**config.mk**
```make
export PLATFORM = sky130hd
export DESIGN_NAME = crlf_sensor_frame_deframer_core
export DESIGN_NICKNAME = d
export VERILOG_FILES = /design/src/rtl/cfd_pkg.sv /design/src/rtl/cfd_byte_cell.sv /design/src/rtl/cfd_emitter.sv /design/src/rtl/crlf_sensor_frame_deframer_core.sv
export VERILOG_INCLUDE_DIRS = /design/src /design/src/rtl
export SDC_FILE = /design/constraint.sdc
export NUM_CORES = 1
export LEC_CHECK = 0
export ABC_AREA = 0
export BUFFER_PORTS_ARGS = -buffer_cell sky130_fd_sc_hd__buf_2
export CAP_MARGIN = 5
export CELL_PAD_IN_SITES_DETAIL_PLACEMENT = 1
export CELL_PAD_IN_SITES_GLOBAL_PLACEMENT = 2
export CORE_ASPECT_RATIO = 1.25
export CORE_MARGIN = 1.5
export CORE_UTILIZATION = 25
export DETAILED_ROUTE_END_ITERATION = 8
export PLACE_DENSITY = 0.45
export SLEW_MARGIN = 20
export SYNTH_ARGS = -nofsm -noshare
export SYNTH_HDL_FRONTEND = slang
export SYNTH_SLANG_ARGS = --single-unit
```
**constraint.sdc**
```tcl
create_clock -name clk -period 26.8 [get_ports clk]
set_clock_uncertainty 0.2 [all_clocks]
set_input_delay 1.34 -clock clk [delete_from_list [all_inputs] [get_ports clk]]
set_output_delay 1.34 -clock clk [all_outputs]
set_load 0.05 [all_outputs]
```
**src/rtl/crlf_sensor_frame_deframer_core_defines.svh**
```systemverilog
// Assertion macros shared by the deframer RTL.
`ifndef CRLF_SENSOR_FRAME_DEFRAMER_CORE_DEFINES_SVH
`define CRLF_SENSOR_FRAME_DEFRAMER_CORE_DEFINES_SVH
`ifndef ASSERT_OFF
// Same-cycle implication, checked out of reset.
`define CFD_ASSERT_IMPL(lbl, ante, cons, msg) \
	lbl: assert property (@(posedge clk) disable iff (!arst_n) (ante) |-> (cons)) else $error(msg);
// Next-cycle implication, checked out of reset.
`define CFD_ASSERT_NEXT(lbl, ante, cons, msg) \
	lbl: assert property (@(posedge clk) disable iff (!arst_n) (ante) |=> (cons)) else $error(msg);
`else
`define CFD_ASSERT_IMPL(lbl, ante, cons, msg)
`define CFD_ASSERT_NEXT(lbl, ante, cons, msg)
`endif
`endif

```
**src/rtl/cfd_pkg.sv**
```systemverilog
// Types and constants of the CR LF sensor frame deframer.
package cfd_pkg;

	localparam int FRAME_BYTES   = 24;
	localparam int PAYLOAD_BYTES = FRAME_BYTES - 2;
	localparam int HIST_DEPTH    = FRAME_BYTES - 1;
	localparam int NUM_SAMPLES   = 9;
	localparam int TS_OFFSET     = 18;

	localparam logic [7:0]  CR_BYTE = 8'h0D;
	localparam logic [7:0]  LF_BYTE = 8'h0A;
	localparam logic [4:0]  COUNT_MAX = 5'd31;
	// A frame is good when the CR and at least 22 payload bytes precede the LF.
	localparam logic [4:0]  GOOD_MIN = 5'(PAYLOAD_BYTES + 1);
	localparam logic [15:0] REPORT_PERIOD_RESET = 16'd1000;
	localparam logic [15:0] DECLINED_MAX = 16'hFFFF;

	// Emitter slot numbers: 0..8 are samples, the next one is the report.
	localparam logic [3:0] LAST_SAMPLE = 4'(NUM_SAMPLES - 1);
	localparam logic [3:0] REPORT_SLOT = 4'(NUM_SAMPLES);

	typedef enum logic {
		KIND_SAMPLE = 1'b0,
		KIND_REPORT = 1'b1
	} kind_t;

	// Work handed from the terminator logic to the emitter.
	typedef struct packed {
		logic                              has_frame;
		logic                              has_report;
		logic [NUM_SAMPLES-1:0][15:0]      samples;
		logic [31:0]                       ftime;
		logic [31:0]                       elapsed;
		logic [15:0]                       declined;
	} job_t;

endpackage

```
**src/rtl/cfd_byte_cell.sv**
```systemverilog
// One byte cell of the receive history line.
module cfd_byte_cell
	import cfd_pkg::*;
(
	input  logic       clk,
	input  logic       arst_n,
	input  logic       shift_en,
	input  logic [7:0] d_in,
	output logic [7:0] d_out
);

	logic [7:0] byte_q;

	always_ff @(posedge clk or negedge arst_n) begin
		if (!arst_n) begin
			byte_q <= '0;
		end else if (shift_en) begin
			byte_q <= d_in;
		end
	end

	assign d_out = byte_q;

endmodule

```
**src/rtl/cfd_emitter.sv**
```systemverilog
// Job buffer and result serializer with a registered output stage.
`include "crlf_sensor_frame_deframer_core_defines.svh"
module cfd_emitter
	import cfd_pkg::*;
(
	input  logic               clk,
	input  logic               arst_n,
	input  logic               job_valid,
	input  job_t               job,
	output logic               job_ready,
	output logic               out_valid,
	input  logic               out_ready,
	output logic               result_kind,
	output logic [3:0]         sample_index,
	output logic signed [15:0] sample_value,
	output logic [31:0]        frame_time,
	output logic [31:0]        remote_elapsed,
	output logic [15:0]        declined_count,
	output logic               last_of_run
);

	job_t        pend_q;
	logic        pend_valid_q;
	job_t        act_q;
	logic        act_valid_q;
	logic [3:0]  idx_q;

	logic        out_valid_q;
	kind_t       kind_q;
	logic [3:0]  sidx_q;
	logic [15:0] sval_q;
	logic [31:0] ftime_q;
	logic [31:0] elapsed_q;
	logic [15:0] declined_q;
	logic        last_q;

	logic load_out;
	logic is_rep;
	logic item_last;
	logic act_free;
	logic take_pend;

	always_comb begin
		load_out  = act_valid_q && (!out_valid_q || out_ready);
		is_rep    = (idx_q == REPORT_SLOT);
		item_last = is_rep || ((idx_q == LAST_SAMPLE) && !act_q.has_report);
		act_free  = !act_valid_q || (load_out && item_last);
		take_pend = pend_valid_q && act_free;
	end

	// The buffer can take a new job in the cycle its old job moves on.
	assign job_ready = !pend_valid_q || take_pend;

	always_ff @(posedge clk or negedge arst_n) begin
		if (!arst_n) begin
			pend_valid_q <= 1'b0;
		end else if (job_valid && job_ready) begin
			pend_valid_q <= 1'b1;
		end else if (take_pend) begin
			pend_valid_q <= 1'b0;
		end
	end

	always_ff @(posedge clk) begin
		if (job_valid && job_ready) begin
			pend_q <= job;
		end
	end

	always_ff @(posedge clk or negedge arst_n) begin
		if (!arst_n) begin
			act_valid_q <= 1'b0;
			idx_q       <= '0;
		end else if (take_pend) begin
			act_valid_q <= 1'b1;
			idx_q       <= pend_q.has_frame ? 4'd0 : REPORT_SLOT;
		end else if (load_out && item_last) begin
			act_valid_q <= 1'b0;
		end else if (load_out) begin
			idx_q <= idx_q + 4'd1;
		end
	end

	always_ff @(posedge clk) begin
		if (take_pend) begin
			act_q <= pend_q;
		end
	end

	always_ff @(posedge clk or negedge arst_n) begin
		if (!arst_n) begin
			out_valid_q <= 1'b0;
		end else if (load_out) begin
			out_valid_q <= 1'b1;
		end else if (out_ready) begin
			out_valid_q <= 1'b0;
		end
	end

	always_ff @(posedge clk) begin
		if (load_out) begin
			ftime_q <= act_q.ftime;
			last_q  <= item_last;
			if (is_rep) begin
				kind_q     <= KIND_REPORT;
				sidx_q     <= '0;
				sval_q     <= '0;
				elapsed_q  <= act_q.elapsed;
				declined_q <= act_q.declined;
			end else begin
				kind_q     <= KIND_SAMPLE;
				sidx_q     <= idx_q;
				sval_q     <= act_q.samples[idx_q];
				elapsed_q  <= '0;
				declined_q <= '0;
			end
		end
	end

	assign out_valid      = out_valid_q;
	assign result_kind    = kind_q;
	assign sample_index   = sidx_q;
	assign sample_value   = sval_q;
	assign frame_time     = ftime_q;
	assign remote_elapsed = elapsed_q;
	assign declined_count = declined_q;
	assign last_of_run    = last_q;

	`CFD_ASSERT_IMPL(a_report_is_last, out_valid && (result_kind == KIND_REPORT), last_of_run, "report result not marked last")
	`CFD_ASSERT_IMPL(a_last_sample_index, out_valid && (result_kind == KIND_SAMPLE) && last_of_run, sample_index == LAST_SAMPLE, "sample run ended early")
	`CFD_ASSERT_NEXT(a_run_continues, out_valid && out_ready && !last_of_run, out_valid, "gap inside a result run")
	`CFD_ASSERT_IMPL(a_serializer_busy, act_valid_q && !is_rep, act_q.has_frame, "sample slot without frame")

endmodule

```
**src/rtl/crlf_sensor_frame_deframer_core.sv**
```systemverilog
// Top level of the CR LF delimited sensor frame deframer.
//
//  Channel   Direction  Handshake              Payload
//  input     in         in_valid / in_ready    rx_byte
//  result    out        out_valid / out_ready  result_kind, sample_index, sample_value,
//                                              frame_time, remote_elapsed,
//                                              declined_count, last_of_run
//  config    in         cfg_valid / cfg_ready  report_period
//
// One byte is taken per cycle while in_ready is high. A byte that is not the LF of a
// CR LF pair only shifts the history line and updates the byte count and CR flag. A
// terminator hands one job of up to ten results to the emitter, which sends one result
// per cycle while out_ready is high, once the job has passed the job buffer and the
// active job register. The one-job buffer in front of the emitter lets input continue;
// in_ready drops only while that buffer holds a job the emitter cannot take at this
// edge because an earlier job still has results to send. Reset is asynchronous and
// clears all control state; the report period returns to 1000. Output stalls hold the
// result register and back up through the emitter into the job buffer.
module crlf_sensor_frame_deframer_core
	import cfd_pkg::*;
(
	input  logic               clk,
	input  logic               arst_n,
	input  logic               in_valid,
	output logic               in_ready,
	input  logic [7:0]         rx_byte,
	output logic               out_valid,
	input  logic               out_ready,
	output logic               result_kind,
	output logic [3:0]         sample_index,
	output logic signed [15:0] sample_value,
	output logic [31:0]        frame_time,
	output logic [31:0]        remote_elapsed,
	output logic [15:0]        declined_count,
	output logic               last_of_run,
	input  logic               cfg_valid,
	output logic               cfg_ready,
	input  logic [15:0]        report_period
);

	// The history line: cell 0 holds the newest byte. Every accepted byte
	// moves each cell's content one place toward the old end.
	logic [7:0] hist [HIST_DEPTH];
	logic       in_xfer;

	assign in_xfer = in_valid && in_ready;

	for (genvar k = 0; k < HIST_DEPTH; k++) begin : g_cell
		if (k == 0) begin : g_head
			cfd_byte_cell u_cell (
				.clk      (clk),
				.arst_n   (arst_n),
				.shift_en (in_xfer),
				.d_in     (rx_byte),
				.d_out    (hist[k])
			);
		end else begin : g_body
			cfd_byte_cell u_cell (
				.clk      (clk),
				.arst_n   (arst_n),
				.shift_en (in_xfer),
				.d_in     (hist[k-1]),
				.d_out    (hist[k])
			);
		end
	end

	// Framing and statistics state.
	logic [15:0] period_q;
	logic [4:0]  count_q;
	logic        saw_cr_q;
	logic [15:0] term_cnt_q;
	logic [15:0] declined_q;
	logic [31:0] last_ts_q;
	logic [31:0] report_ts_q;

	logic        is_term;
	logic        good;
	logic        report;
	logic [15:0] new_tc;
	logic [15:0] new_declined;
	logic [31:0] frame_ts;
	logic [31:0] new_last;
	job_t        job;
	logic        job_valid;
	logic        job_ready;

	// When the terminator arrives, cell 0 holds the CR and cells 22 down to 1 hold
	// payload bytes 0 to 21, oldest first. Samples and timestamp are little-endian.
	always_comb begin
		is_term      = saw_cr_q && (rx_byte == LF_BYTE);
		good         = is_term && (count_q >= GOOD_MIN);
		new_tc       = term_cnt_q + 16'd1;
		report       = is_term && (new_tc >= period_q);
		new_declined = (good || (declined_q == DECLINED_MAX)) ?
			declined_q : declined_q + 16'd1;
		frame_ts     = {hist[PAYLOAD_BYTES-TS_OFFSET-3], hist[PAYLOAD_BYTES-TS_OFFSET-2],
			hist[PAYLOAD_BYTES-TS_OFFSET-1], hist[PAYLOAD_BYTES-TS_OFFSET]};
		new_last     = good ? frame_ts : last_ts_q;

		for (int i = 0; i < NUM_SAMPLES; i++) begin
			job.samples[i] = {hist[PAYLOAD_BYTES-2*i-1], hist[PAYLOAD_BYTES-2*i]};
		end
		job.has_frame  = good;
		job.has_report = report;
		job.ftime      = new_last;
		job.elapsed    = new_last - report_ts_q;
		job.declined   = new_declined;

		// A declined terminator that brings no report produces no results.
		job_valid = in_xfer && (good || report);
	end

	always_ff @(posedge clk or negedge arst_n) begin
		if (!arst_n) begin
			period_q <= REPORT_PERIOD_RESET;
		end else if (cfg_valid && cfg_ready) begin
			period_q <= report_period;
		end
	end

	always_ff @(posedge clk or negedge arst_n) begin
		if (!arst_n) begin
			count_q     <= '0;
			saw_cr_q    <= 1'b0;
			term_cnt_q  <= '0;
			declined_q  <= '0;
			last_ts_q   <= '0;
			report_ts_q <= '0;
		end else if (in_xfer) begin
			if (is_term) begin
				count_q    <= '0;
				saw_cr_q   <= 1'b0;
				last_ts_q  <= new_last;
				if (report) begin
					term_cnt_q  <= '0;
					declined_q  <= '0;
					report_ts_q <= new_last;
				end else begin
					term_cnt_q <= new_tc;
					declined_q <= new_declined;
				end
			end else begin
				if (count_q != COUNT_MAX) begin
					count_q <= count_q + 5'd1;
				end
				saw_cr_q <= (rx_byte == CR_BYTE);
			end
		end
	end

	// A job transfer is never refused once a byte is taken, because in_ready
	// already waits for room in the job buffer.
	assign in_ready  = job_ready;
	assign cfg_ready = 1'b1;

	cfd_emitter u_emitter (
		.clk            (clk),
		.arst_n         (arst_n),
		.job_valid      (job_valid),
		.job            (job),
		.job_ready      (job_ready),
		.out_valid      (out_valid),
		.out_ready      (out_ready),
		.result_kind    (result_kind),
		.sample_index   (sample_index),
		.sample_value   (sample_value),
		.frame_time     (frame_time),
		.remote_elapsed (remote_elapsed),
		.declined_count (declined_count),
		.last_of_run    (last_of_run)
	);

endmodule

```
==> summary.md, run 1 <==
| Metric | Value |
|---|---|
| CORE AREA | 0.132 sq mm |
| Crit path from | term_cnt_q[0] |
| Endpoint type of the worst setup path | flip-flop |
| Clk buf depth | 3 |
| CTS tree | yes |
| Max IR drop VDD | 0.0000437 V |
| Post-route DRC violation count | 0 |
| Max Cap Violations | 0 |
| Mapped Cells | 2,072 |
| Reg2reg start | term_cnt_q[0] |
| Clk sinks | 862 |
| DP Wirelength | 51.1 mm |
| DR vias | 17,400 |
| Initial Utilization | 0.251 |
| Register area | 0.0243 sq mm |
| Flop2flop setup slack | 20.93 ns |
| Routed Antenna Nets | 0 |
| Clock slew at reported path FFs | 0.06 ns |
| Vias in the first global route | 19,300 |
| Ys async rst share | 0.358 |
| Slew @ Worst Pin | 1.07 ns |
| Initial antenna violation count | 5 |
| Largest net degree at the start of global routing | 98 |
| WP data arrival | 5.97 ns |
| Most common cell after layout, fill and taps aside | edfxtp_1 |
| Inserted Clock Buffers | 97 |
| Worst r2r dst | u_emitter.pend_q[63] |
| Min Tclk post-route | 5.87 ns |
| Iteration-0 DRC Markers | 871 |
| Most frequent cells in the layout | edfxtp_1 (553), dfrtp_1 (302), mux2_2 (186), nand2_1 (139), buf_2 (131) |
| Final core utilization | 0.297 |
| Overall Power | 0.00317 W |
| Pre-CTS setup slack | 20.58 ns |
| Nets | 2,333 |
| Final hold vios | 0 |
| Outcome | finished, final reports clean |
| Mapped Avg Cell Area | 16.0 sq um |
| Total grt overflow | 0 |
| CP Launch Type | flip-flop |
| Die ar. | 0.135 sq mm |
| Flip-flop and latch count after synthesis | 862 |
| Number of setup buffers added after CTS | 0 |
| Global placer's final weighted congestion | 0.722 |
| WL/cell | 19.6 um |
| Synth Flop Type | edfxtp_1 |
| Library cells used by synthesis | 69 |
| First-pass GRT wire length | 123 mm |
| DIE WIDTH | 328 um |
| Slack of the critical path | 20.93 ns |
| # resized after CTS | 0 |
| Sum Neg Setup Slack | 0 ns |
| Hold Crit Class | reg2reg |
| YS warnings | 0 |
| Row Count | 149 |
| Worst Reg2Reg Path Length in Cells | 15 |
| Slew margin rel. | 0.288 |
| Fmax | 0.170 GHz |
| Required @ worst endpoint | 26.90 ns |
| Port Buffer Count | 132 |
| Via/cell ratio | 4.26 |
| Period Utilization, post-route | 0.219 |
| Synth Net Count | 2,156 |
| Root buffer cell | clkbuf_16 |
| Slew Viols, Final | 0 |
| Power per cell area | 81.0 mW/mm^2 |
| P&R area growth vs syn | 18.2% |
| Hold_buf cts | 0 |
| Share of cells above drive strength 1 | 0.234 |
| Clock latency on the worst-skew pair | 0.69 ns |
| Max Fanout on Critical Path | 66 |
| H-Tree Depth | 3 |
| EDFF count, synth | 553 |
| Unrepaired setup endpoints after global routing | false |
| TritonRoute pass-1 iters | 4 |
| Critical Path End | u_emitter.pend_q[63] |
| Final WL | 79.8 mm |
| Final setup fails | 0 |
| GRT Overall Usage | 0.121 |
| FILL cells | 13,800 |
| Leak | 14.6 nW |
| Die extent in y | 410 um |
| Synthesized area | 0.0331 sq mm |
| Area taken by multi-input logic gates | 0.00809 sq mm |
| I/O Pins | 134 |
| Critical path class | reg2reg |
| Seq/Total Area, Yosys | 0.736 |
sequential cells by signal, summed over array words and instances (netlist names), 4 cells and up:
register                    count
report_ts_q                    32
u_emitter.sample_value         16
u_emitter.frame_time           32
period_q                       16
count_q                         5
u_emitter.remote_elapsed       32
declined_q                     16
g_cell.g_body.u_cell.d_out    176
g_cell.g_head.u_cell.d_out      8
u_emitter.declined_count       16
u_emitter.idx_q                 4
u_emitter.act_q               225
u_emitter.pend_q              226
term_cnt_q                     16
last_ts_q                      32
u_emitter.sample_index          4
cell type report:
type / instances / area share
clock buffer: 141 / 0.0681
tap: 1736 / 0.0555
clock inverter: 43 / 0.0149
antenna: 5 / 0.000320
multi-input combinational: 1034 / 0.207
timing repair buffer: 160 / 0.0230
inverter: 94 / 0.00902
sequential: 862 / 0.622
per-layer routing:
metal | vias up | share of wire | global-route usage
met5 | - | 0 | 0
met4 | 0 | 0.026 | 0.0463
met3 | 106 | 0.034 | 0.0211
met2 | 261 | 0.52 | 0.214
met1 | 8961 | 0.42 | 0.144
li1 | 8025 | - | -
cells by family after synthesis:
| kind of cell | synth area share |
|---|---|
| AND/OR/NAND/NOR | 0.0559 |
| AO/OA/AOI/OAI | 0.0504 |
| multiplexers | 0.100 |
| XOR/XNOR | 0.0148 |
| adder cells (fa/ha/maj) | 0.0210 |
| other | 0.000113 |
| buffers and inverters | 0.0216 |
| flip-flops | 0.736 |
worst min-delay path by stage:
stage	from	end	slack, ns	cells after the start
CTS	u_emitter.pend_q[202]	u_emitter.act_q[202]	0.21	0
detailed placement	u_emitter.act_q[72]	u_emitter.frame_time[24]	0.21	0
global route	u_emitter.pend_q[202]	u_emitter.act_q[202]	0.22	0
finish	u_emitter.pend_q[159]	u_emitter.act_q[159]	0.21	0
global placement	u_emitter.pend_q[209]	u_emitter.act_q[209]	0.20	0
floorplan	u_emitter.pend_q[0]	u_emitter.act_q[0]	0.20	0
cells in the mapped netlist, types with 32 or more instances:
library cell	number	area share
edfxtp_1	553	0.50
dfrtp_1	303	0.23
mux2_2	186	0.063
nand2_1	139	0.016
o21ai_0	118	0.018
inv_1	94	0.011
a21oi_1	66	0.010
nor2_1	66	0.0075
and3_1	60	0.011
ha_1	54	0.020
mux2i_1	51	0.015
clkbuf_1	46	0.0052
xnor2_1	34	0.0090
mux4_2	32	0.022
critical path, stage by stage, from the launching register on:
cell	delay (ns)
dfrtp_1	0.42
ha_1	0.26
nand3_1	0.24
nor3_1	0.51
and3_1	0.28
xor2_1	0.10
ha_1	0.31
nand4_1	0.14
or3b_2	0.49
a21oi_1	0.16
buf_4	0.21
o21ai_4	0.06
buf_4	0.34
o31ai_4	0.14
buf_4	0.70
buf_4	0.80
metrics by stage:
stage	std cells	area, sq um	hold WS [ns]
floorplan	2072	33100	0.200
global route	4073	39100	0.218
CTS	4069	39100	0.212
detailed placement	3885	35800	0.205
finish	4075	39100	0.213
global placement	3885	35800	0.202
report_power, final:
part	internal [W]	switching (W)	leakage, nW
Combinational	0.000101	0.0000572	4.36
Clock	0.000801	0.000555	1.57
Sequential	0.00156	0.0000935	8.63
Total	0.00246	0.000706	14.6
(Power assumes the default switching activity.)
==> run 2, diff against run 1 <==
--- a/config.mk
+++ b/config.mk
@@ -6,7 +6,7 @@
 export SDC_FILE = /design/constraint.sdc
 export NUM_CORES = 1
 export LEC_CHECK = 0
-export ABC_AREA = 0
+export ABC_AREA = 1
 export BUFFER_PORTS_ARGS = -buffer_cell sky130_fd_sc_hd__buf_2
 export CAP_MARGIN = 5
 export CELL_PAD_IN_SITES_DETAIL_PLACEMENT = 1
@@ -15,7 +15,7 @@
 export CORE_MARGIN = 1.5
 export CORE_UTILIZATION = 25
 export DETAILED_ROUTE_END_ITERATION = 8
-export PLACE_DENSITY = 0.45
+export PLACE_DENSITY = 0.49
 export SLEW_MARGIN = 20
 export SYNTH_ARGS = -nofsm -noshare
 export SYNTH_HDL_FRONTEND = slang
==> constraint.sdc (replaced) <==
create_clock -name clk -period 6.1 [get_ports clk]
set_clock_uncertainty 0.2 [all_clocks]
set_input_delay 0.305 -clock clk [delete_from_list [all_inputs] [get_ports clk]]
set_output_delay 0.305 -clock clk [all_outputs]
set_load 0.05 [all_outputs]
==> run 2 against run 1 <==
Net effect:
- worst setup slack got worse by 19 ns
- highest routed layer is now met5
- final area increased by 4.3%
- sequential power increased to 4.0 times the previous value
- register-to-register slack got worse by 19 ns
- non-clock buffer count increased by 76
- synthesized cell count increased by 45%
- combinational power increased to 2.6 times the previous value
==> summary.md, run 2 <==
| Metric | Value |
|---|---|
| Outcome | finished, final reports clean |
| Max Cap Violations | 0 |
| Critical path class | in2reg |
| Hold slack | 0.153 ns |
| Max IR drop VDD | 0.000183 V |
| Slowest cell on crit path | o21ai_0 |
| Share of cells above drive strength 1 | 0.113 |
| Fin area | 0.0408 sq mm |
| WL/cell | 18.6 um |
| Initial antenna violation count | 7 |
| Initial Utilization | 0.252 |
| Die extent in y | 416 um |
| Mapped Avg Cell Area | 11.4 sq um |
| Post-Place Cell Area | 0.0369 sq mm |
| Flip-flop and latch count after synthesis | 862 |
| FILL cells | 14,800 |
| Row Count | 151 |
| Vias in the first global route | 23,800 |
| Buf/Inv on CP | 3 |
| Most frequent cells in the layout | nand2_1 (842), edfxtp_1 (553), inv_1 (323), dfrtp_1 (301), o21ai_0 (268) |
| Endpoint type of the worst setup path | flip-flop |
| Ys async rst share | 0.358 |
| Delay of the slowest critical-path stage | 1.07 ns |
| First-pass GRT wire length | 147 mm |
| CORE AREA | 0.135 sq mm |
| Diode count | 0 |
| Nets | 3,315 |
| Final hold vios | 0 |
| Worst path depth | 16 |
| Library cells used by synthesis | 40 |
| DIE WIDTH | 334 um |
| DR vias | 21,600 |
| Synth Net Count | 3,092 |
| Iteration-0 DRC Markers | 942 |
| Final core utilization | 0.301 |
| Yosys top cell area share | 0.486 |
| Final WL | 94.6 mm |
| WP data arrival | 4.84 ns |
| Power per cell area | 319 mW/mm^2 |
| Seq/Total Area, Yosys | 0.713 |
| CP Launch Type | primary input |
| Routed Antenna Nets | 0 |
| Hold Crit Class | in2async |
| Clk sinks | 862 |
| Most common cell after layout, fill and taps aside | nand2_1 |
| Period Utilization, post-route | 0.757 |
| Area leader, netlist | edfxtp_1 |
| Cell family with most CP delay | simple AND/OR/NAND/NOR gates |
| Flop2flop setup slack | 1.51 ns |
| Slew Viols, Final | 0 |
| Unrepaired setup endpoints after global routing | false |
| GRT Overall Usage | 0.139 |
| I/O Pins | 134 |
| Crit-path cells | dlygate4sd3_1, buf_2, inv_1, nand2_1, nor2_1, nand3_2, o21ai_0, ha_1, nand2_1, nand2_1, nand2_1, nand2_1, nand3b_1, nand2_1, nand2_1, xor2_1 |
| DP Wirelength | 60.5 mm |
| CTS tree | yes |
| Synth Flop Type | edfxtp_1 |
| P&R area growth vs syn | 19.5% |
| Global placer's final weighted congestion | 0.770 |
| Via/cell ratio | 4.26 |
| Port Buffer Count | 132 |
| Post-synth top cells | nand2_1 (843), edfxtp_1 (553), inv_1 (324), dfrtp_1 (303), o21ai_0 (268) |
| Slew @ Worst Pin | 1.04 ns |
| Clock latency on the worst-skew pair | 0.69 ns |
| Die ar. | 0.139 sq mm |
| Fin cells | 5,072 |
| Largest net degree at the start of global routing | 124 |
| Clock slew at reported path FFs | 0.06 ns |
| Required @ worst endpoint | 6.32 ns |
| Fmax | 0.217 GHz |
| Sum Neg Setup Slack | 0 ns |
| Post-route DRC violation count | 0 |
| Top reg by flops | u_emitter.pend_q |
| Root buffer cell | clkbuf_16 |
| Slew margin rel. | 0.300 |
| Clk buf depth | 3 |
| H-Tree Depth | 3 |
| Inserted Clock Buffers | 95 |
| EDFF count, synth | 553 |
| Total grt overflow | 0 |
| Leak | 16.8 nW |
| TritonRoute pass-1 iters | 4 |
| Largest register FFs | 226 |
| Placed cells | 4,835 |
| Final setup fails | 0 |
| Mapped Cells | 3,008 |
| YS warnings | 0 |
| Top cells by area, synth | edfxtp_1 (49%), dfrtp_1 (22%), nand2_1 (9.3%), o21ai_0 (3.9%), inv_1 (3.6%) |
| Min Tclk post-route | 4.62 ns |
| CP most frequent cell | nand2_1 |
| Most frequent cell after synthesis | nand2_1 |
| Max Fanout on Critical Path | 29 |
| Synthesized area | 0.0342 sq mm |
| Worst Reg2Reg Path Length in Cells | 13 |
==> run 2: changes by cell type in the layout (fill, tap and decap cells not counted), moves of 29 or more <==
cell           delta
mux4_2           -32
nand3_1          +71
o211ai_1         +29
nor2_1          +156
mux2i_1          -51
nand2_1         +703
dlygate4sd3_1    +57
mux2_2          -185
inv_1           +229
and3_1           -60
o21ai_0         +150
==> run 2: where the power goes <==
part | total [W] | leakage, nW | internal, W | switching, W
combinational | 0.000415 | 6.48 | 0.000147 | 0.000268
sequential | 0.00656 | 8.68 | 0.00642 | 0.000131
clock | 0.00605 | 1.59 | 0.00356 | 0.00249
total | 0.0130 | 16.8 | 0.0101 | 0.00289
==> run 2: kinds of logic after synthesis <==
group | Yosys count | synth area share
AOI/OAI and AO/OA | 390 | 0.0614
xor gates and xnor gates | 45 | 0.0115
adders and majority gates | 55 | 0.0204
buffers and inverters | 442 | 0.0532
DFF | 862 | 0.713
muxes | 1 | 0.000330
other | 1 | 0.000110
and+or+nand+nor | 1212 | 0.140
==> run 2: worst reg2reg max path: stages, from the launching register on <==
cell and delay (ns):
dfrtp_1 0.36, nand3_1 0.10, nor2_1 0.34, nand3_2 0.65, o21ai_0 1.09, ha_1 0.44, nand2_1 0.08, nand2_1 0.09
nand2_1 0.07, nand2_1 0.10, nand3b_1 0.40, nand2_1 0.16, nand2_1 0.08, xor2_1 0.18
==> run 2: final timing paths <==
kind | startpoint | to
min reg2reg | u_emitter.pend_q[24] | u_emitter.act_q[24]
max | rx_byte[5] | u_emitter.pend_q[33]
max reg2reg | saw_cr_q | u_emitter.pend_q[33]
max in group asynchronous | arst_n | period_q[1]
min in group clk | u_emitter.pend_q[24] | u_emitter.act_q[24]
min | arst_n | g_cell[14].g_body.u_cell.d_out[0]
==> run 2: per-stage QoR <==
step	setup WS, ns	total power [W]
final	1.48	0.0130
after global placement	1.07	0.00705
after detailed placement	1.20	0.00707
after CTS	1.39	0.0133
after global routing	1.10	0.0136
after floorplan	0.356	0.00687
==> run 2: what timing repair did <==
item	4_1_cts	5_1_grt
endpoints found under the hold margin	126	0
hold buffers	57	0
resized for setup	0	0
setup buffers	0	0
==> run 2: cell type report <==
cell class	instances	area (sq um)	area share
flip-flops and latches	862	24300	0.597
multi-input cells	1704	8050	0.197
clock buffers	118	2570	0.0631
well taps	1759	2200	0.0539
repair buffers	236	1680	0.0412
inverters	332	1250	0.0307
clock inverters	61	707	0.0173
==> run 2: routing by layer <==
metal / track usage / wire length [um] / up-vias
met2: 0.245 / 47800 / 259
met5: 0 / 20 / -
met4: 0.0528 / 2850 / 2
met1: 0.171 / 41200 / 10900
met3: 0.0196 / 2640 / 132
li1: - / - / 10400
